### config.mk
export PLATFORM = sky130hd
export DESIGN_NAME = sha256_byte_stream_hash_flat
export DESIGN_NICKNAME = d
export VERILOG_FILES = /design/src/hdl/sha_pkg.sv /design/src/hdl/sha_stream_if.sv /design/src/hdl/sha256_byte_stream_hash.sv /design/src/flat_wrapper.sv
export VERILOG_INCLUDE_DIRS = /design/src /design/src/hdl
export SDC_FILE = /design/constraint.sdc
export NUM_CORES = 2
export LEC_CHECK = 0
export BUFFER_PORTS_ARGS = -buffer_cell sky130_fd_sc_hd__clkbuf_2
export CORE_MARGIN = 2
export CORE_UTILIZATION = 40
export DETAILED_ROUTE_END_ITERATION = 12
export PLACE_DENSITY = 0.54
export SETUP_SLACK_MARGIN = 0.5
export SYNTH_ARGS = -nofsm -noshare
export SYNTH_HDL_FRONTEND = slang
export SYNTH_SLANG_ARGS = --single-unit
### constraint.sdc
create_clock -name i_clk -period 47.5 [get_ports i_clk]
set_clock_uncertainty 0.15 [all_clocks]
set_input_delay 9.5 -clock i_clk [delete_from_list [all_inputs] [get_ports i_clk]]
set_output_delay 9.5 -clock i_clk [all_outputs]
set_load 0.02 [all_outputs]
### src/hdl/sha256_byte_stream_hash_assert.svh
// assertion macros for the sha-256 byte stream hash
`ifndef SHA256_BYTE_STREAM_HASH_ASSERT_SVH
`define SHA256_BYTE_STREAM_HASH_ASSERT_SVH

// implication checked every clock outside reset
`define SHA_ASSERT_IMP(label, ante, cons) \
    label: assert property (@(posedge i_clk) disable iff (!i_rst_n) (ante) |-> (cons)) \
        else $error("%m: check failed");

// next-cycle implication checked outside reset
`define SHA_ASSERT_NEXT(label, ante, cons) \
    label: assert property (@(posedge i_clk) disable iff (!i_rst_n) (ante) |=> (cons)) \
        else $error("%m: check failed");

`endif

### src/hdl/sha_pkg.sv
// package: sha-256 constants and round functions
`timescale 1ns / 1ps
`default_nettype none
package sha_pkg;
    localparam int unsigned BlockBytes = 64;
    localparam int unsigned Rounds     = 64;
    localparam logic [7:0]  PadByte    = 8'h80;
    localparam logic [6:0]  LenPos     = 7'd56;

    typedef logic [31:0] t_word;

    typedef struct packed {
        logic [7:0] data_byte;
        logic       byte_present;
        logic       last;
    } t_in_word;

    typedef struct packed {
        logic [31:0] digest_word;
        logic [2:0]  word_index;
        logic        last_word;
    } t_out_word;

    localparam t_word InitH [8] = '{
        32'h6a09e667, 32'hbb67ae85, 32'h3c6ef372, 32'ha54ff53a,
        32'h510e527f, 32'h9b05688c, 32'h1f83d9ab, 32'h5be0cd19};

    localparam t_word RoundK [64] = '{
        32'h428a2f98, 32'h71374491, 32'hb5c0fbcf, 32'he9b5dba5, 32'h3956c25b, 32'h59f111f1,
        32'h923f82a4, 32'hab1c5ed5, 32'hd807aa98, 32'h12835b01, 32'h243185be, 32'h550c7dc3,
        32'h72be5d74, 32'h80deb1fe, 32'h9bdc06a7, 32'hc19bf174, 32'he49b69c1, 32'hefbe4786,
        32'h0fc19dc6, 32'h240ca1cc, 32'h2de92c6f, 32'h4a7484aa, 32'h5cb0a9dc, 32'h76f988da,
        32'h983e5152, 32'ha831c66d, 32'hb00327c8, 32'hbf597fc7, 32'hc6e00bf3, 32'hd5a79147,
        32'h06ca6351, 32'h14292967, 32'h27b70a85, 32'h2e1b2138, 32'h4d2c6dfc, 32'h53380d13,
        32'h650a7354, 32'h766a0abb, 32'h81c2c92e, 32'h92722c85, 32'ha2bfe8a1, 32'ha81a664b,
        32'hc24b8b70, 32'hc76c51a3, 32'hd192e819, 32'hd6990624, 32'hf40e3585, 32'h106aa070,
        32'h19a4c116, 32'h1e376c08, 32'h2748774c, 32'h34b0bcb5, 32'h391c0cb3, 32'h4ed8aa4a,
        32'h5b9cca4f, 32'h682e6ff3, 32'h748f82ee, 32'h78a5636f, 32'h84c87814, 32'h8cc70208,
        32'h90befffa, 32'ha4506ceb, 32'hbef9a3f7, 32'hc67178f2};

    function automatic t_word rotr(input t_word x, input int unsigned n);
        rotr = (x >> n) | (x << (32 - n));
    endfunction
    function automatic t_word bsig0(input t_word x);
        bsig0 = rotr(x, 2) ^ rotr(x, 13) ^ rotr(x, 22);
    endfunction
    function automatic t_word bsig1(input t_word x);
        bsig1 = rotr(x, 6) ^ rotr(x, 11) ^ rotr(x, 25);
    endfunction
    function automatic t_word ssig0(input t_word x);
        ssig0 = rotr(x, 7) ^ rotr(x, 18) ^ (x >> 3);
    endfunction
    function automatic t_word ssig1(input t_word x);
        ssig1 = rotr(x, 17) ^ rotr(x, 19) ^ (x >> 10);
    endfunction
endpackage
`default_nettype wire

### src/hdl/sha_stream_if.sv
// valid/ready stream interfaces for input and digest words
`timescale 1ns / 1ps
`default_nettype none
interface sha_in_if;
    logic             valid;
    logic             ready;
    sha_pkg::t_in_word payload;
    modport source (output valid, output payload, input ready);
    modport sink   (input valid, input payload, output ready);
endinterface

interface sha_out_if;
    logic              valid;
    logic              ready;
    sha_pkg::t_out_word payload;
    modport source (output valid, output payload, input ready);
    modport sink   (input valid, input payload, output ready);
endinterface
`default_nettype wire

### src/hdl/sha256_byte_stream_hash.sv
// top level: sha-256 over a byte stream with one shared round unit
// sequence: a byte word that does not fill the block is taken while idle
// a byte that completes a block starts the round states, then the fold state
// a last word adds one or two padded blocks, then the eight digest words are shown
// input is not ready outside idle: while rounds, fold, padding or digest output run
// reset: synchronous active low, restores the initial hash and clears counts
`timescale 1ns / 1ps
`default_nettype none
`include "sha256_byte_stream_hash_assert.svh"
module sha256_byte_stream_hash (
    input wire logic i_clk,
    input wire logic i_rst_n,
    sha_in_if.sink   i_in,
    sha_out_if.source o_out
);
    import sha_pkg::*;

    // sequencer states
    localparam logic [2:0] StIdle  = 3'd0;
    localparam logic [2:0] StRound = 3'd1;
    localparam logic [2:0] StFold  = 3'd2;
    localparam logic [2:0] StPad   = 3'd3;
    localparam logic [2:0] StOut   = 3'd4;

    logic [2:0]  r_state, n_state;
    logic [5:0]  r_fill;       // bytes held in the block
    logic [63:0] r_len;        // message length in bits
    t_word       r_h [8];      // chained hash
    t_word       r_v [8];      // working variables
    t_word       r_w [16];     // schedule window, as a shift register
    logic [5:0]  r_rnd;        // round counter
    logic        r_fin;        // message ended, padding in progress
    logic [2:0]  r_oidx;       // digest word being shown

    // the block is a 16-word shift line: bytes shift in at the tail word
    t_word w_new;
    t_word t1, t2;

    assign i_in.ready  = (r_state == StIdle);
    assign o_out.valid = (r_state == StOut);
    assign o_out.payload.digest_word = r_h[r_oidx];
    assign o_out.payload.word_index  = r_oidx;
    assign o_out.payload.last_word   = (r_oidx == 3'd7);

    // shared round unit: schedule word and one compression round
    always_comb begin
        if (r_rnd < 6'd16) begin
            w_new = r_w[0];
        end else begin
            w_new = r_w[0] + ssig0(r_w[1]) + r_w[9] + ssig1(r_w[14]);
        end
        t1 = r_v[7] + bsig1(r_v[4]) + ((r_v[4] & r_v[5]) ^ (~r_v[4] & r_v[6]))
             + RoundK[r_rnd] + w_new;
        t2 = bsig0(r_v[0]) + ((r_v[0] & r_v[1]) ^ (r_v[0] & r_v[2]) ^ (r_v[1] & r_v[2]));
    end

    // byte packing into the tail: the window shifts left one byte per byte
    logic        push;
    logic [7:0]  push_byte;
    logic        in_acc;
    assign in_acc = i_in.valid && i_in.ready;

    always_ff @(posedge i_clk) begin
        if (!i_rst_n) begin
            r_state  <= StIdle;
            r_fill   <= '0;
            r_len    <= '0;
            r_rnd    <= '0;
            r_fin    <= 1'b0;
            r_oidx   <= '0;
            for (int i = 0; i < 8; i++) r_h[i] <= InitH[i];
        end else begin
            r_state <= n_state;
            if (push) begin
                for (int i = 0; i < 15; i++) r_w[i] <= {r_w[i][23:0], r_w[i+1][31:24]};
                r_w[15] <= {r_w[15][23:0], push_byte};
            end
            unique case (r_state)
                StIdle: begin
                    if (in_acc) begin
                        if (i_in.payload.byte_present) begin
                            r_fill <= r_fill + 6'd1;
                            r_len  <= r_len + 64'd8;
                        end
                        r_fin <= i_in.payload.last;
                        if (n_state == StRound) begin
                            r_rnd <= '0;
                            for (int i = 0; i < 8; i++) r_v[i] <= r_h[i];
                        end
                    end
                end
                StPad: begin
                    r_fill <= r_fill + 6'd1;
                    if (n_state == StRound) begin
                        r_rnd    <= '0;
                        for (int i = 0; i < 8; i++) r_v[i] <= r_h[i];
                    end
                end
                StRound: begin
                    for (int i = 0; i < 15; i++) r_w[i] <= r_w[i+1];
                    r_w[15] <= w_new;
                    r_v[7] <= r_v[6]; r_v[6] <= r_v[5]; r_v[5] <= r_v[4];
                    r_v[4] <= r_v[3] + t1;
                    r_v[3] <= r_v[2]; r_v[2] <= r_v[1]; r_v[1] <= r_v[0];
                    r_v[0] <= t1 + t2;
                    r_rnd  <= r_rnd + 6'd1;
                end
                StFold: begin
                    for (int i = 0; i < 8; i++) r_h[i] <= r_h[i] + r_v[i];
                end
                StOut: begin
                    if (o_out.ready) begin
                        r_oidx <= r_oidx + 3'd1;
                        if (r_oidx == 3'd7) begin
                            r_fill <= '0;
                            r_len  <= '0;
                            r_fin  <= 1'b0;
                            for (int i = 0; i < 8; i++) r_h[i] <= InitH[i];
                        end
                    end
                end
                default: ;
            endcase
        end
    end

    // padding bookkeeping: marker placed, length bytes follow
    logic r_marked;
    always_ff @(posedge i_clk) begin
        if (!i_rst_n) begin
            r_marked <= 1'b0;
        end else if (r_state == StOut) begin
            r_marked <= 1'b0;
        end else if (r_state == StPad) begin
            r_marked <= 1'b1;
        end
    end

    // length goes only into the block that will be the last one
    logic r_overflow;
    logic pad_len_blocked;
    assign pad_len_blocked = r_overflow;
    always_ff @(posedge i_clk) begin
        if (!i_rst_n) begin
            r_overflow <= 1'b0;
        end else if (r_state == StPad && !r_marked) begin
            r_overflow <= (r_fill >= LenPos[5:0]);
        end else if (r_state == StFold) begin
            r_overflow <= 1'b0;
        end
    end

    // byte written into the tail during padding
    logic [7:0] pad_byte;
    logic [2:0] len_sel;
    always_comb begin
        len_sel  = r_fill[2:0];
        pad_byte = 8'h00;
        if (!r_marked) begin
            pad_byte = PadByte;
        end else if (r_fill >= LenPos[5:0] && !pad_len_blocked) begin
            pad_byte = r_len[63 - 8*len_sel -: 8];
        end
    end

    always_comb begin
        push      = 1'b0;
        push_byte = i_in.payload.data_byte;
        if (r_state == StIdle && in_acc && i_in.payload.byte_present) begin
            push = 1'b1;
        end else if (r_state == StPad) begin
            push      = 1'b1;
            push_byte = pad_byte;
        end
    end

    always_comb begin
        n_state = r_state;
        unique case (r_state)
            StIdle: begin
                if (in_acc) begin
                    if (i_in.payload.byte_present && r_fill == 6'd63) begin
                        n_state = StRound;
                    end else if (i_in.payload.last) begin
                        n_state = StPad;
                    end
                end
            end
            StPad:   if (r_fill == 6'd63) n_state = StRound;
            StRound: if (r_rnd == 6'd63) n_state = StFold;
            StFold: begin
                if (!r_fin) n_state = StIdle;
                else if (r_marked && !r_overflow) n_state = StOut;
                else n_state = StPad;
            end
            StOut:   if (o_out.ready && r_oidx == 3'd7) n_state = StIdle;
            default: n_state = StIdle;
        endcase
    end

    `SHA_ASSERT_IMP(a_out_only_final, o_out.valid, r_fin)
    `SHA_ASSERT_IMP(a_busy_not_ready, r_state != StIdle, !i_in.ready)
    `SHA_ASSERT_NEXT(a_round_to_fold, r_state == StRound && r_rnd == 6'd63, r_state == StFold)
    `SHA_ASSERT_NEXT(a_digest_restart,
        o_out.valid && o_out.ready && o_out.payload.last_word, r_fill == 6'd0 && r_len == 64'd0)
endmodule
`default_nettype wire

### src/flat_wrapper.sv
// flat-port wrapper written by rule: the top's interface ports become plain ports
module sha256_byte_stream_hash_flat import sha_pkg::*;
  (i_clk, i_rst_n, i_in_valid, i_in_payload, i_in_ready, o_out_valid, o_out_payload, o_out_ready);
  sha_in_if i_in_i ();
  sha_out_if o_out_i ();
  input wire logic i_clk;
  input wire logic i_rst_n;
  input wire logic [$bits(i_in_i.valid)-1:0] i_in_valid;
  input wire logic [$bits(i_in_i.payload)-1:0] i_in_payload;
  output wire logic [$bits(i_in_i.ready)-1:0] i_in_ready;
  output wire logic [$bits(o_out_i.valid)-1:0] o_out_valid;
  output wire logic [$bits(o_out_i.payload)-1:0] o_out_payload;
  input wire logic [$bits(o_out_i.ready)-1:0] o_out_ready;
  assign i_in_i.valid = i_in_valid;
  assign i_in_i.payload = i_in_payload;
  assign i_in_ready = i_in_i.ready;
  assign o_out_valid = o_out_i.valid;
  assign o_out_payload = o_out_i.payload;
  assign o_out_i.ready = o_out_ready;
  sha256_byte_stream_hash u_core (.i_clk(i_clk), .i_rst_n(i_rst_n), .i_in(i_in_i), .o_out(o_out_i));
endmodule
# --- Word level (Yosys, flattened, before mapping) ---
# Memories as Yosys holds them, arrays and structs flattened. A register that Yosys moved wholly into a read port is not among the register bits.
# Cells that the tools add are included.
word_totals:
  ff_bits: 85
  out_inout_bits: 38
  n_memories: 4
  mem_bits_ro: 2048
  wordCells: 259
  mem_bits_rw: 1024
  in_bits: 14
mem_list:
  columns: ["name", "words", "width", "read_ports", "rd_ports_with_merged_regs", "write_ports", "line", "rtl"]
  rows:
  - ["(name not given)", 64, 32, 1, 0, 0, "sha256_byte_stream_hash.sv:53", "+ RoundK[r_rnd] + w_new;"]
  - ["u_core.r_w", 16, 32, 16, 0, 16, "sha256_byte_stream_hash.sv:30", "t_word r_w [16];"]
  - ["u_core.r_h", 8, 32, 9, 1, 8, "sha256_byte_stream_hash.sv:28", "t_word r_h [8];"]
  - ["u_core.r_v", 8, 32, 8, 0, 8, "sha256_byte_stream_hash.sv:29", "t_word r_v [8];"]
op_classes:
  add_sub_neg: 23
  shift: 1
  n_bitwise: 77
  n_eq_ne: 12
  muxes: 110
  reduce_logical: 21
  magnitude_cmp: 3
op_table:
  columns: ["operator", "count"]
  rows:
  - ["32-bit 2-to-1 mux", 51]
  - ["32-bit adder", 18]
  - ["32-bit bitwise XOR", 9]
  - ["64-bit 2-to-1 mux", 4]
  - ["32-bit AND", 5]
  - ["64-bit case mux with 2 select lines", 1]
  - ["71-bit by 33-bit indexed part select with 8-bit output", 1]
  - ["64-bit by 4-bit adder with 64-bit output (second input constant)", 1]
  - ["1-bit OR", 48]
  - ["6-bit 2-to-1 mux", 6]
  - ["6-bit case mux with 3 select lines", 2]
  - ["8-bit 2-to-1 mux", 4]
  - ["32-bit NOT", 1]
  - ["10-bit by 32-bit OR with 32-bit output", 1]
  - ["13-bit by 32-bit OR with 32-bit output", 1]
  - ["14-bit by 32-bit OR with 32-bit output", 1]
  - ["15-bit by 32-bit OR with 32-bit output", 1]
  - ["19-bit by 32-bit OR with 32-bit output", 1]
  - ["21-bit by 32-bit OR with 32-bit output", 1]
  - ["25-bit by 32-bit OR with 32-bit output", 1]
  - ["26-bit by 32-bit OR with 32-bit output", 1]
  - ["30-bit by 32-bit OR with 32-bit output", 1]
  - ["7-bit by 32-bit OR with 32-bit output", 1]
  - ["32-bit by 22-bit bitwise XOR with 32-bit output", 1]
  - ["other kinds (28)", 85]

# --- Depth between registers and ports, before layout ---
logic_depth:
  word_depth: 13
  mapped_depth: 47
  depth_no_buf: 46

# --- Least setup slack after synthesis ---
# No wires, ideal clock.
synth_path:
  path_kind: "input to register"
  start: "in i_rst_n"
  end: "mem u_core.r_v[0][0] (netlist name), enable pin"
  t_arrival_ps: 25634
  cell_stages: 4
  required_time_ps: 46232
  setup_slack_ps: 20597
  path_cell_list: "clkbuf_1 -> clkbuf_1 -> nand2_1 -> o21ai_0"
synth_lines:
  columns: ["item", "line", "rtl"]
  rows:
  - ["start, declared", "flat_wrapper.sv:7", "input wire logic i_rst_n;"]
  - ["end, declared", "sha256_byte_stream_hash.sv:29", null]

==> key figures <==
Layout
  – Final net count: 8,579
  – Area of the multi-input gates: 40,700 µm²
  – Area grow syn2layout: 9.02%
  – Seq. cell area: 31,200 µm²
  – Most common cell after layout, fill and taps aside: nand2_1
  – # fillers: 18,317
  – Layout cells sized above 1: 6.21%
  – Most frequent cells in the layout: 2,427 x nand2_1, 896 x edfxtp_1, 440 x a21oi_1

Routing
  – Drt drc: 0
  – Routed Antenna Nets: 0
  – Met3 wire len: around 14,000 µm
  – First-pass DRT Iterations: 6
  – Final wirelength: about 240,000 µm
  – Via density: about 5.5
  – Routed length per instance: 23.0 µm
  – Met1 WL: 109,000 µm
  – Initial detailed-routing violation count: 5,995
  – DR vias: 58,236
  – Metal2 WL: 110,000 µm
  – Highest routed metal layer: met5

Yosys
  – Avg Inst Size Synth: around 9.2 µm²
  – Number of synthesized register bits: about 1,100
  – Syn nets: 8,755
  – Most used flip-flop cell after synthesis: edfxtp_1
  – Synth area leaders: edfxtp_1 36%, nand2_1 12%, ha_1 6.8%, dfxtp_1 5.7%, fa_1 5.3%
  – Post-synth EDFFs: 896
  – Dominant cell type by area after synthesis: edfxtp_1
  – Yosys top cell area share: a little over a third
  – Synth Cell Area: 74,700 µm²
  – Synth Warn #: 0
  – Mapped Cells: 8,138
  – Sequential share of the synthesized area: about two fifths
  – Synth cell types: 90
  – Asr flop ratio synth: 0%

GRT
  – Largest net degree at the start of global routing: between 200 and 250
  – GRT overflow: 0
  – First-pass GRT wire length: 363,000 µm
  – GRT Util Overall: 25.1%
  – Vias in the first global route: 55,755
  – Initial antenna violation count: 4

Setup path
  – Max stage delay on crit path: approximately 0.9 ns
  – WS Path Type: register to primary output
  – Kind of end point of the critical path: primary output
  – Worst Path Max Fanout: 38
  – Worst Path Arrival: 4.07 ns
  – CP Data Required Time: around 38 ns
  – Critical Path Source Type: register
  – Cells along the critical path: buf_4 -> mux4_2 -> o21ai_0 -> clkbuf_2
  – Slowest cell on crit path: dfxtp_4

Pwr
  – LEAKAGE: 33.0 nW
  – Max VDD drop: 0.0000839 V
  – Power density cells: 61.2 nW/µm²

Timing
  – Worst-Margin Slew: about 1.4 ns
  – RSZ-0062 raised after global routing: no
  – Final Hold Fails: 0
  – Period minus WS final: ~14 ns
  – Max_slew headroom: around 7.6%
  – Setup TNS: 0 ns
  – Worst hold slack: between 0.3 and 0.4 ns
  – Final setup violation count: 0
  – Crit share post-route: 28.9%
  – Post-route setup slack: 33.78 ns
  – Pins over their slew limit: 0
  – Fmax: approximately 0.073 GHz

Clocking
  – Post-CTS Hold Buffers: 0
  – H-Tree Depth: 4
  – Worst-skew pair later-pin latency: ~0.83 ns
  – CTS Sinks: 1,109
  – Clock Path Buffers: 3
  – Clk pin slew, worst setup/hold paths: 0.06 ns
  – Resize count post-CTS: 0
  – # Post-CTS Setup Buffers: 0
  – Root Buffer: clkbuf_16
  – CTS tree: done
  – CTS Buf Count: around 140

Place
  – Dpl hpwl: 177,000 µm
  – Setup WS pre-CTS: 33.43 ns
  – Buffers on Ports: 51
  – GP Congestion: around 0.96

Floorplanning
  – Die Wd: 436 µm
  – Die area: 190,000 µm²
  – Ports: between 50 and 60
  – Rows: 158
  – Initial Util: 40.3%
  – Die Height: ~440 µm
  – Core Region: 185,000 µm²

Job
  – Max-cap violations: 0

Hold path
  – Worst hold-check path type: register to register

Status
  – Run status: finished clean
## flip-flops by register name, indices dropped and copies added (netlist names), named ones only
signal,count
u_core.r_oidx,3
u_core.r_rnd,6
u_core.r_v,256
u_core.r_fill,6
u_core.r_fin,1
u_core.r_w,512
u_core.r_state,3
u_core.r_len,61
u_core.r_marked,1
u_core.r_h,256
u_core.pad_len_blocked,1
## cells in the mapped netlist, drive strengths merged (17+ instances only)
master	n
nand2	2431
edfxtp	896
a21oi	443
o21ai	408
ha	406
clkbuf	394
nor2	377
xnor2	367
inv	341
xor2	253
dfxtp	213
fa	197
a21o	190
nand3	121
nor3	91
mux4	88
nand2b	62
o21a	57
o21bai	52
mux2i	50
nor2b	49
a211oi	48
buf	47
a31oi	43
and3	43
o211ai	43
mux2	41
or3	33
o31ai	29
nand4	28
and2	27
a21boi	18
maj3	18
a221oi	17
## report_power, final
part           leakage [nW]  internal [mW]  switching, mW
logic                  21.1           1.08           1.69
clock network          2.08          0.586          0.447
registers              9.83           1.13         0.0603
## worst max-delay path: cells and delay by family (launching register included)
family                 cells  cell delay (ns)
AOI/OAI and AO/OA          1             0.56
buffers and inverters      2             1.05
DFF                        1             0.89
muxes                      1             0.57
## stage by stage
stage                     instance area [µm²]  instances  power (mW)  utilization, %
after floorplan                         74700       8138        3.19               -
after global routing                    81400      10549        5.33            43.9
final                                   81400      10550        4.99            43.9
after detailed placement                77100      10304        3.91            41.6
after global placement                  77100      10304        3.90            41.6
after CTS                               81400      10548        4.98            43.9
## per-layer routing
metal  vias to the layer above  global-route usage, %
met5                         -                      0
met3                       372                   3.27
met2                      1754                   39.6
li1                      27641                      -
met4                         2                   9.47
met1                     28467                   35.1
## logic make-up after synthesis
| family | synth area share [%] |
|---|---|
| mux | 3.94 |
| buf+inv | 3.95 |
| fa+ha+maj | 12.3 |
| xor+xnor | 7.34 |
| compound gates | 12.3 |
| simple gates | 18.4 |
| flops | 41.7 |
## final cells by class
cell class	instances	area share, %
tap	2480	3.81
inverter	344	1.59
multi-input combinational	6244	49.9
antenna	2	0.00615
clock buffer	188	4.59
sequential	1109	38.3
timing repair buffer	127	1.08
clock inverter	56	0.682
## final timing paths
kind / start / endpoint / slack (ns) / cells after the start
worst max-delay path: register / o_out_payload[5] / 33.78 / 4
worst max register to register: u_core.r_w[0][466] / u_core.r_v[0][28] / 35.33 / 45
worst min-delay path: u_core.r_h[4][23] / u_core.r_h[4][23] / 0.35 / 2
worst min register to register: u_core.r_h[4][23] / u_core.r_h[4][23] / 0.35 / 2
Note: power is estimated with default switching activity, not from simulation.
